**config.mk**
```make
export PLATFORM = sky130hd
export DESIGN_NAME = frame_buffer_slot_manager
export DESIGN_NICKNAME = d
export VERILOG_FILES = /design/src/rtl/core/fbsm_pkg.sv /design/src/rtl/core/fbsm_step.sv /design/src/rtl/core/frame_buffer_slot_manager.sv
export SDC_FILE = /design/constraint.sdc
export NUM_CORES = 1
export LEC_CHECK = 0
export ABC_AREA = 0
export BUFFER_PORTS_ARGS = -buffer_cell sky130_fd_sc_hd__buf_2
export CAP_MARGIN = 20
export CORE_MARGIN = 4
export CORE_UTILIZATION = 50
export DETAILED_ROUTE_END_ITERATION = 6
export PLACE_DENSITY_LB_ADDON = 0.08
export SYNTH_ARGS = -nofsm -noshare
export SYNTH_HDL_FRONTEND = slang
export SYNTH_SLANG_ARGS = --single-unit
```
**constraint.sdc**
```tcl
create_clock -name clk -period 5.3 [get_ports clk]
set_input_delay 0.53 -clock clk [delete_from_list [all_inputs] [get_ports clk]]
set_output_delay 0.53 -clock clk [all_outputs]
set_load 0.05 [all_outputs]
```
**src/rtl/core/fbsm_pkg.sv**
```systemverilog
`timescale 1ns / 1ps

package fbsm_pkg;

    // Default slot count; the top level takes it as a parameter.
    localparam int NUM_SLOTS_DEF = 2;

    // Field widths fixed by the item and result formats.
    localparam int OP_W        = 2;
    localparam int SLOT_W      = 1;
    localparam int SEQ_W       = 32;
    localparam int MASK_W      = 2;
    localparam int STATUS_W    = 2;
    localparam int CFG_INDEX_W = 1;
    localparam int CFG_DATA_W  = 2;
    localparam int S_TDATA_W   = 8;
    localparam int M_TDATA_W   = 40;

    // Slot status codes.
    localparam logic [STATUS_W-1:0] ST_FREE      = 2'd0;
    localparam logic [STATUS_W-1:0] ST_WRITING   = 2'd1;
    localparam logic [STATUS_W-1:0] ST_READY     = 2'd2;
    localparam logic [STATUS_W-1:0] ST_IN_FLIGHT = 2'd3;

    // Operation codes.
    localparam logic [OP_W-1:0] OP_ACQUIRE = 2'd0;
    localparam logic [OP_W-1:0] OP_FINISH  = 2'd1;
    localparam logic [OP_W-1:0] OP_TICK    = 2'd2;
    localparam logic [OP_W-1:0] OP_RELEASE = 2'd3;

    // Configuration register indexes.
    localparam logic [CFG_INDEX_W-1:0] CFG_RUN_ENABLE   = 1'd0;
    localparam logic [CFG_INDEX_W-1:0] CFG_PRESENT_MASK = 1'd1;

    typedef struct packed {
        logic [OP_W-1:0]   op;
        logic [SLOT_W-1:0] slot;
        logic              ready_req;
        logic              frozen;
    } item_t;

    typedef struct packed {
        logic              done_ok;
        logic [SLOT_W-1:0] out_slot;
        logic [SEQ_W-1:0]  out_sequence;
    } result_t;

endpackage

```
**src/rtl/core/fbsm_step.sv**
```systemverilog
`timescale 1ns / 1ps

// Next-state and result logic for one operation, applied to the current
// slot table in a single pass.
module fbsm_step #(
    parameter int NUM_SLOTS = fbsm_pkg::NUM_SLOTS_DEF
) (
    input  fbsm_pkg::item_t                     item,
    input  logic                                run_enable,
    input  logic [fbsm_pkg::MASK_W-1:0]         present_mask,
    input  logic [fbsm_pkg::STATUS_W-1:0]       status [NUM_SLOTS],
    input  logic [fbsm_pkg::SEQ_W-1:0]          stamp [NUM_SLOTS],
    input  logic [fbsm_pkg::SEQ_W-1:0]          counter,
    output logic [fbsm_pkg::STATUS_W-1:0]       status_next [NUM_SLOTS],
    output logic [fbsm_pkg::SEQ_W-1:0]          stamp_next [NUM_SLOTS],
    output logic [fbsm_pkg::SEQ_W-1:0]          counter_next,
    output fbsm_pkg::result_t                   result
);
    import fbsm_pkg::*;

    localparam int IDX_W = $clog2(NUM_SLOTS);

    logic [NUM_SLOTS-1:0] present;
    logic [IDX_W-1:0]     sidx;
    logic [SEQ_W-1:0]     counter_inc;
    logic                 found;
    logic [IDX_W-1:0]     sel;
    logic [SEQ_W-1:0]     newest;

    // Slots beyond the mask width never have storage.
    assign present     = NUM_SLOTS'(present_mask);
    assign sidx        = IDX_W'(item.slot);
    assign counter_inc = counter + SEQ_W'(1);

    always_comb
    begin
        status_next         = status;
        stamp_next          = stamp;
        counter_next        = counter;
        result.done_ok      = 1'b0;
        result.out_slot     = item.slot;
        result.out_sequence = '0;
        found               = 1'b0;
        sel                 = '0;
        newest              = '0;

        unique case (item.op)
            OP_ACQUIRE:
            begin
                if (run_enable)
                begin
                    for (int i = 0; i < NUM_SLOTS; i++)
                    begin
                        if (!found && present[i] && status[i] == ST_FREE)
                        begin
                            found           = 1'b1;
                            status_next[i]  = ST_WRITING;
                            result.done_ok  = 1'b1;
                            result.out_slot = SLOT_W'(i);
                        end
                    end
                end
            end
            OP_FINISH:
            begin
                if (status[sidx] == ST_WRITING)
                begin
                    result.done_ok = 1'b1;
                    if (item.ready_req && run_enable)
                    begin
                        counter_next        = counter_inc;
                        stamp_next[sidx]    = counter_inc;
                        status_next[sidx]   = ST_READY;
                        result.out_sequence = counter_inc;
                    end
                    else
                    begin
                        status_next[sidx] = ST_FREE;
                    end
                end
            end
            OP_TICK:
            begin
                if (run_enable)
                begin
                    if (item.frozen)
                    begin
                        for (int i = 0; i < NUM_SLOTS; i++)
                        begin
                            if (status[i] == ST_READY)
                            begin
                                status_next[i] = ST_FREE;
                            end
                        end
                    end
                    else
                    begin
                        // Strictly greater wins, so the lower slot keeps ties.
                        for (int i = 0; i < NUM_SLOTS; i++)
                        begin
                            if (present[i] && status[i] == ST_READY &&
                                (!found || stamp[i] > newest))
                            begin
                                found  = 1'b1;
                                sel    = IDX_W'(i);
                                newest = stamp[i];
                            end
                        end
                        if (found)
                        begin
                            for (int i = 0; i < NUM_SLOTS; i++)
                            begin
                                if (IDX_W'(i) != sel && status[i] == ST_READY)
                                begin
                                    status_next[i] = ST_FREE;
                                end
                            end
                            status_next[sel]    = ST_IN_FLIGHT;
                            result.done_ok      = 1'b1;
                            result.out_slot     = SLOT_W'(sel);
                            result.out_sequence = newest;
                        end
                    end
                end
            end
            OP_RELEASE:
            begin
                if (status[sidx] == ST_IN_FLIGHT)
                begin
                    status_next[sidx] = ST_FREE;
                    result.done_ok    = 1'b1;
                end
            end
            default:
            begin
                result.done_ok = 1'b0;
            end
        endcase
    end

endmodule

```
**src/rtl/core/frame_buffer_slot_manager.sv**
```systemverilog
`timescale 1ns / 1ps

// Frame buffer slot manager. A producer acquires a free slot, fills it and
// finishes it (marking it ready with a fresh sequence number, or discarding
// it); each display tick either drops all ready frames while the preview is
// frozen or hands the newest ready frame to the display and drops the older
// ones; the display releases its slot when it is done. Every operation
// beat on the slave stream gives exactly one result beat on the master
// stream. The block takes one operation per clock cycle while the master
// side accepts results. On its way to the master stream the operation is
// held in an input register, the whole slot table is updated in one pass
// of logic, and the result waits in an output register. The path that
// sets the cycle time is that pass, chiefly the newest-stamp compare
// across the slots. A stalled master side holds the result register and
// then stops the slave side from accepting. The configuration channel is
// always ready; write it only while no operation is outstanding. Slots
// whose index lies beyond the present mask never hold storage and are
// never granted.
module frame_buffer_slot_manager #(
    parameter int NUM_SLOTS = fbsm_pkg::NUM_SLOTS_DEF
) (
    input  logic                                clk,
    input  logic                                rst_n,
    // Operation stream.
    input  logic                                s_tvalid,
    output logic                                s_tready,
    input  logic [fbsm_pkg::S_TDATA_W-1:0]      s_tdata,   // slot, ready_req, frozen
    input  logic [fbsm_pkg::OP_W-1:0]           s_tuser,   // op
    // Result stream.
    output logic                                m_tvalid,
    input  logic                                m_tready,
    output logic [fbsm_pkg::M_TDATA_W-1:0]      m_tdata,   // out_slot, out_sequence
    output logic                                m_tuser,   // done_ok
    // Configuration writes.
    input  logic                                cfg_valid,
    output logic                                cfg_ready,
    input  logic [fbsm_pkg::CFG_INDEX_W-1:0]    cfg_index,
    input  logic [fbsm_pkg::CFG_DATA_W-1:0]     cfg_data
);
    import fbsm_pkg::*;

    logic                 in_valid_reg;
    item_t                item_reg;
    logic                 out_valid_reg;
    result_t              result_reg;
    logic [STATUS_W-1:0]  status_reg [NUM_SLOTS];
    logic [SEQ_W-1:0]     stamp_reg [NUM_SLOTS];
    logic [SEQ_W-1:0]     counter_reg;
    logic                 run_enable_reg;
    logic [MASK_W-1:0]    present_mask_reg;

    logic [STATUS_W-1:0]  status_next [NUM_SLOTS];
    logic [SEQ_W-1:0]     stamp_next [NUM_SLOTS];
    logic [SEQ_W-1:0]     counter_next;
    result_t              step_result;
    item_t                item_in;
    logic                 advance;
    logic                 accept;

    // The held operation moves into the table and result register when the
    // result register is empty or being emptied in this cycle.
    assign advance   = in_valid_reg && (!out_valid_reg || m_tready);
    assign s_tready  = !in_valid_reg || advance;
    assign accept    = s_tvalid && s_tready;
    assign cfg_ready = 1'b1;

    assign item_in.op        = s_tuser;
    assign item_in.slot      = s_tdata[0];
    assign item_in.ready_req = s_tdata[1];
    assign item_in.frozen    = s_tdata[2];

    assign m_tvalid = out_valid_reg;
    assign m_tuser  = result_reg.done_ok;
    assign m_tdata  = {(M_TDATA_W - SEQ_W - SLOT_W)'(0),
                       result_reg.out_sequence, result_reg.out_slot};

    fbsm_step #(
        .NUM_SLOTS (NUM_SLOTS)
    ) u_step (
        .item         (item_reg),
        .run_enable   (run_enable_reg),
        .present_mask (present_mask_reg),
        .status       (status_reg),
        .stamp        (stamp_reg),
        .counter      (counter_reg),
        .status_next  (status_next),
        .stamp_next   (stamp_next),
        .counter_next (counter_next),
        .result       (step_result)
    );

    // Input register.
    always_ff @(posedge clk or negedge rst_n)
    begin
        if (!rst_n)
        begin
            in_valid_reg <= 1'b0;
        end
        else if (s_tready)
        begin
            in_valid_reg <= s_tvalid;
        end
    end

    always_ff @(posedge clk)
    begin
        if (accept)
        begin
            item_reg <= item_in;
        end
    end

    // Result register.
    always_ff @(posedge clk or negedge rst_n)
    begin
        if (!rst_n)
        begin
            out_valid_reg <= 1'b0;
        end
        else if (advance)
        begin
            out_valid_reg <= 1'b1;
        end
        else if (m_tready)
        begin
            out_valid_reg <= 1'b0;
        end
    end

    always_ff @(posedge clk)
    begin
        if (advance)
        begin
            result_reg <= step_result;
        end
    end

    // Slot table and frame counter.
    always_ff @(posedge clk or negedge rst_n)
    begin
        if (!rst_n)
        begin
            for (int i = 0; i < NUM_SLOTS; i++)
            begin
                status_reg[i] <= ST_FREE;
                stamp_reg[i]  <= '0;
            end
            counter_reg <= '0;
        end
        else if (advance)
        begin
            status_reg  <= status_next;
            stamp_reg   <= stamp_next;
            counter_reg <= counter_next;
        end
    end

    // Configuration registers.
    always_ff @(posedge clk or negedge rst_n)
    begin
        if (!rst_n)
        begin
            run_enable_reg   <= 1'b0;
            present_mask_reg <= MASK_W'(3);
        end
        else if (cfg_valid && cfg_ready)
        begin
            unique case (cfg_index)
                CFG_RUN_ENABLE:   run_enable_reg   <= cfg_data[0];
                CFG_PRESENT_MASK: present_mask_reg <= cfg_data;
                default:          run_enable_reg   <= run_enable_reg;
            endcase
        end
    end

`ifndef SYNTH
    // The frame counter only ever steps by one.
    assert property (@(posedge clk) disable iff (!rst_n)
        (counter_reg != $past(counter_reg)) |->
        (counter_reg == $past(counter_reg) + SEQ_W'(1)))
    else $error("frame counter moved by other than one");

    // A held operation facing a full, stalled result register blocks intake.
    assert property (@(posedge clk) disable iff (!rst_n)
        (in_valid_reg && out_valid_reg && !m_tready) |-> !s_tready)
    else $error("operation accepted while pipeline is stalled");

    // An operation that advances always leaves a result behind.
    assert property (@(posedge clk) disable iff (!rst_n)
        advance |=> out_valid_reg)
    else $error("advanced operation produced no result");

    // A nonzero sequence is only reported together with success.
    assert property (@(posedge clk) disable iff (!rst_n)
        (out_valid_reg && result_reg.out_sequence != '0) |-> result_reg.done_ok)
    else $error("sequence reported on a failed operation");
`endif

endmodule
```
; ---- Word-level counts from Yosys, hierarchy flattened
; Index checks and enable logic that the tools add are counted.
[word_totals]
ff_bits = 144
in_bits = 18
output_inout_bits = 44
[op_classes]
addsub = 1
order_cmp = 5
eq_ne = 16
n_mux = 67
bitwise = 10
n_reduce_logical = 29
[ops]
columns = cell, n
row1 = two-way mux 32 bit, 8
row2 = two-way mux 34 bit, 3
row3 = bitwise mux 64 bit, 1
row4 = one-hot mux 32 bit (2 select lines), 1
row5 = two-way mux 2 bit, 22
row6 = "adder 32 x 1 -> 32 bit, second input constant", 1
row7 = demux 32 bit (select 1 bit), 1
row8 = greater-than comparator 32 bit, 1
row9 = two-way mux 4 bit, 7
row10 = two-way mux 1 bit, 19
row11 = one-hot mux 4 bit (4 select lines), 1
row12 = AND reduction 8 bit, 2
row13 = logical AND 1 bit, 13
row14 = "equality test 2 bit, second input constant", 5
row15 = "inequality test 3 x 2 -> 1 bit, second input constant", 3
row16 = "inequality test 2 x 1 -> 1 bit, second input constant", 4
row17 = logical NOT 2 bit, 3
row18 = AND 4 bit, 1
row19 = demux 2 bit (select 1 bit), 2
row20 = "equality test 2 x 1 -> 1 bit, second input constant", 2
row21 = "greater-or-equal comparator 2 bit, second input constant", 2
row22 = logical NOT 1 bit, 4
row23 = "less-than comparator 2 x 1 -> 1 bit, second input constant", 2
row24 = "inequality test 2 bit, second input constant", 2
row25 = 13 further kinds, 18

; ---- Longest topological paths before layout
[logic_depth]
ltp_word = 25
depth_mapped = 14
ltp_nobuf = 10

; ---- By module
; Synthesis repeated with hierarchy kept, for this count alone.
[unflattened]
hier_cells = 919
hier_area_um2 = 9703.1
[by_module_without_submodules]
columns = module, n_inst, cells_per_inst, area_each_um2, seq_area_each_um2
row1 = frame_buffer_slot_manager, 1, 277, 5632.9, 3801.1
row2 = fbsm_step, 1, 642, 4070.2, 0.0

; ---- Worst setup path after synthesis
; Ideal clock, no wire load.
[synth_timing]
path_type = reg-to-reg
startpoint = register present_mask_reg[0]
endpoint = register result_reg, in the netlist m_tdata[1] (data pin)
arrival_ps = 3087
required_ps = 5039
slack_ps = 1953
path_stages_with_launch = 14
n_path_buf = 3
period_less_slack_ps = 3347
cell_sequence = dfstp_2 and3b_1 buf_2 clkbuf_1 nand2_1 ha_1 a21oi_1 nand2_1 a221o_1 o31a_1 o21ai_4 nor2_2 buf_6 a221o_1
[synth_via]
elab_chain_cells = 16
word_cells_on_any_way = 22
cone_classes = order compare (1) / mux (17) / reduce/logical (4)
[synth_rtl]
columns = item, line_no
row1 = "start, declared", frame_buffer_slot_manager.sv:50  ; logic [MASK_W-1:0] present_mask_reg;
row2 = "start signal, assigned", frame_buffer_slot_manager.sv:170  ; CFG_PRESENT_MASK: present_mask_reg <= cfg_data;
row3 = logical AND 1 bit *, fbsm_step.sv:101  ; if (present[i] && status[i] == ST_READY &&
row4 = two-way mux 32 bit / two-way mux 1 bit (equally long branches), fbsm_step.sv:101
row5 = two-way mux 32 bit / two-way mux 1 bit (equally long branches), fbsm_step.sv:86  ; if (item.frozen)
row6 = two-way mux 32 bit / two-way mux 1 bit (equally long branches), fbsm_step.sv:84  ; if (run_enable)
row7 = two-way mux 32 bit / two-way mux 1 bit (equally long branches), fbsm_step.sv:47  ; unique case (item.op)
row8 = greater-than comparator 32 bit / logical NOT 1 bit (equally long branches), fbsm_step.sv:102  ; (!found || stamp[i] > newest))
row9 = logical OR 1 bit, fbsm_step.sv:102
row10 = logical AND 1 bit, fbsm_step.sv:101
row11 = two-way mux 1 bit, fbsm_step.sv:101
row12 = two-way mux 1 bit, fbsm_step.sv:86
row13 = two-way mux 1 bit, fbsm_step.sv:84
row14 = two-way mux 1 bit, fbsm_step.sv:47
row15 = two-way mux 34 bit *, fbsm_step.sv:109  ; if (found)
row16 = two-way mux 34 bit *, fbsm_step.sv:86
row17 = two-way mux 34 bit *, fbsm_step.sv:84
row18 = one-hot mux 32 bit (2 select lines) *, fbsm_step.sv:47
row19 = "end signal, assigned", frame_buffer_slot_manager.sv:134  ; result_reg <= step_result;
row20 = "end, declared", frame_buffer_slot_manager.sv:45  ; result_t result_reg;
; Mark *: on every way between the ends. The rest lies on a longest branch, timed or not. The select of a mux whose other input is x is not followed.
; A chain may end at the register's enable or synchronous reset.

; ---- Final worst setup path
[layout_timing]
startpoint = register status_reg[3] (netlist bit)
endpoint = register result_reg, in the netlist m_tdata[9] (data pin)
[layout_via]
elab_chain_cells = 17
word_cells_on_any_way = 28
cone_classes = order compare (1) / eq/ne (2) / mux (21) / reduce/logical (4)
[layout_rtl]
columns = item, line_no
row1 = "start, declared", frame_buffer_slot_manager.sv:46  ; logic [STATUS_W-1:0] status_reg [NUM_SLOTS];
row2 = "start signal, assigned", frame_buffer_slot_manager.sv:152  ; status_reg <= status_next;
row3 = equality test 2 bit, fbsm_step.sv:101
row4 = logical AND 1 bit, fbsm_step.sv:101
row5 = two-way mux 32 bit / two-way mux 1 bit (equally long branches), fbsm_step.sv:101
row6 = two-way mux 32 bit / two-way mux 1 bit (equally long branches), fbsm_step.sv:86
row7 = two-way mux 32 bit / two-way mux 1 bit (equally long branches), fbsm_step.sv:84
row8 = two-way mux 32 bit / two-way mux 1 bit (equally long branches), fbsm_step.sv:47
row9 = greater-than comparator 32 bit / logical NOT 1 bit (equally long branches), fbsm_step.sv:102
row10 = logical OR 1 bit, fbsm_step.sv:102
row11 = logical AND 1 bit, fbsm_step.sv:101
row12 = two-way mux 1 bit, fbsm_step.sv:101
row13 = two-way mux 1 bit, fbsm_step.sv:86
row14 = two-way mux 1 bit, fbsm_step.sv:84
row15 = two-way mux 1 bit, fbsm_step.sv:47
row16 = two-way mux 34 bit, fbsm_step.sv:109
row17 = two-way mux 34 bit, fbsm_step.sv:86
row18 = two-way mux 34 bit, fbsm_step.sv:84
row19 = one-hot mux 32 bit (2 select lines) *, fbsm_step.sv:47
; Marked as above.

==> impl_results.md <==
- Outcome: finished, final reports clean
- Die width: 130 um
- Sink Count: 144
- CTS tree: built
- CTS resizes: 0
- Kind of critical path: flop to flop
- Setup TNS: 0 ps
- Pins over their slew limit: 0
- IO buf count: 48
- HP Class: input port to asynchronous set/reset pin
- Clock Root Buffer: clkbuf_16
- Clk buf depth: 2
- Crit path launch type: flop
- Setup violators final: 0
- DRT antenna net count: 0
- Largest net degree at the start of global routing: 71
- Vias in the first global route: 5223
- Min Clock Period, post-route: 3980 ps
- Layout Cells excl Fill: 977
- Power per Cell Area: 307 nW/um^2
- Syn avg cell area: 10.0 um^2
- Sequential fraction of the synthesis area: 51.0%
- I/O pins: 62
- Dpl cells: 944
- Final HPWL from detailed placement: 11.4 mm
- DIE AREA: 16900 um^2
- Initial drt markers: 317
- Share of flip-flops with an asynchronous set or reset: 72.9%
- First-pass GRT wire length: 27.2 mm
- Yosys top cell area share: 34.6%
- Die Height: 130 um
- Antenna violations before repair: 0
- DRC errors left: 0
- Worst slew pin tran: 910 ps
- # nets final: 835
- First-pass DRT Iterations: 5
- Antenna diode count: 0
- Fill cell count: 1233
- WP data arrival: 4260 ps
- CTS H-Tree Depth: 4
- Max reg flops: 64
- Rows: 44
- Worst-Skew Late Latency: 420 ps
- Total grt overflow: 0
- Max Cap Violations: 0
- Worst endpoint required time: 5580 ps
- Slew margin rel.: 39.3%
- Synth Cell Area: 7460 um^2
- Starting Density: 51.1%
- Crit path max fanout: 35
- Most common flop cell mapped by yosys: dfrtp_1
- Fmax: 251 MHz
- Area grow syn2layout: 12.3%
- Ys Warns: 0
- VDD IR max: 0.000244 V
- Routed wire length: 16.7 mm
- Core area: 14600 um^2
- Tcrit/Tclk final: 75.2%
- Gp weighted congestion: 0.869
- Clock transition at path regs: 60 ps
- Layout cells sized above 1: 12.7%
- Routed via count: 5474
- Final Hold Fails: 0
- Synth Register Bits: 144
- RSZ-0062 raised after global routing: no
- Largest cells by area after synthesis: dfrtp_1 35%, edfxtp_1 16%, nand2_1 7.0%
- Dominant cell type by area after synthesis: dfrtp_1
- Final Skew: 5.81 ps
- Post-CTS setup buffers: 0
- Worst setup EP type: flop
- Post-Syn Instances: 742
- Leakage: 0.00361 uW
- Wire per inst: 17.1 um
- Gr usage total: 20.7%
- EDFF count, synth: 39
- Num CTS Buffers: 17
- Yosys cell types: 54
- Vias per cell: 5.60
- CTS Hold Bufs: 0
path summary, 6_finish.rpt:
| check | slack (ps) | cells after the start | from | end |
|---|---|---|---|---|
| worst max register to register | 1320 | 11 | status_reg[3]$_DFFE_PN0P_ | m_tdata[9]$_SDFFCE_PN0P_ |
| worst min-delay path | 70 | 1 | rst_n | stamp_reg[9]$_DFFE_PN0P_ |
| max in group asynchronous | 3950 | 2 | rst_n | counter_reg[29]$_DFFE_PN0P_ |
| min in group clk | 290 | 1 | s_tdata[1] | item_reg[1]$_DFFE_PP_ |
| worst max-delay path | 1320 | 11 | status_reg[3]$_DFFE_PN0P_ | m_tdata[9]$_SDFFCE_PN0P_ |
| worst min register to register | 490 | 2 | stamp_reg[61]$_DFFE_PN0P_ | stamp_reg[61]$_DFFE_PN0P_ |
cell usage in the layout, fill, tap and decap left out, types with 8 or more instances in the layout:
cell and count:
nor3_1 8, ha_1 37, edfxtp_1 39, nor2_1 58, and3_1 12, conb_1 8, nand3_1 21, a21oi_1 20
nand2_1 140, xnor2_1 34, buf_4 12, clkbuf_16 17, buf_2 47, nand4_1 16, dfrtp_1 103, o21ai_0 68
xor2_1 27, a221o_1 34
power breakdown:
part	total [uW]	switching, uW	internal, uW
Sequential	1230	40.4	1190
Clock	1110	447	663
Combinational	233	172	61.1
Total	2570	659	1910
stage by stage:
stage	setup WS, ps	power, uW	hold slack (ps)	utilization [%]	instance area, um^2
after CTS	1280	2600	85.9	57.2	8350
after global routing	1050	2670	100	57.4	8370
after global placement	1340	1480	461	53.4	7800
after floorplan	1950	1410	234	-	7480
after detailed placement	1290	1480	482	53.4	7800
final	1320	2570	67.5	57.4	8370
cell families after synthesis:
family / after synthesis / share of synthesized area, %
xor+xnor: 61 / 7.17
buf+inv: 54 / 3.57
other cells: 2 / 0.101
flops: 144 / 51.0
simple gates: 288 / 17.4
fa+ha+maj: 37 / 6.21
compound gates: 149 / 13.5
mux: 7 / 1.02
synthesized netlist by cell type, types with 20 or more instances:
master	count
xor2_1	27
xnor2_1	34
ha_1	37
a221o_1	34
nand3_1	21
dfrtp_1	103
nor2_1	58
a21oi_1	20
edfxtp_1	39
nand2_1	140
clkbuf_1	27
o21ai_0	68
metal layers:
layer / up-vias / global-route usage (%) / share of wire, %
met4: 0 / 6.17 / 1.0
met5: - / 0 / 0
met1: 2670 / 28.6 / 48
met2: 98 / 33.3 / 48
li1: 2693 / - / -
met3: 13 / 4.22 / 3.5
critical path, cell delays in order (launching register included):
cell     delay, ps
dfrtp_1        510
and3b_1        220
buf_4          380
nand2_1        140
ha_1           320
nand4_1        200
nor4_2         560
o31a_1         330
o21ai_4        120
nor2_2         510
buf_4          330
a221o_1        200
cell type report:
type,instances,area [um^2],share of cell area [%]
timing repair buffer,60,353,4.21
sequential,144,3800,45.4
multi-input combinational,550,3410,40.8
tap,184,230,2.75
clock buffer,21,460,5.50
inverter,7,26.3,0.314
clock inverter,11,88.8,1.06
(Power assumes the default switching activity.)
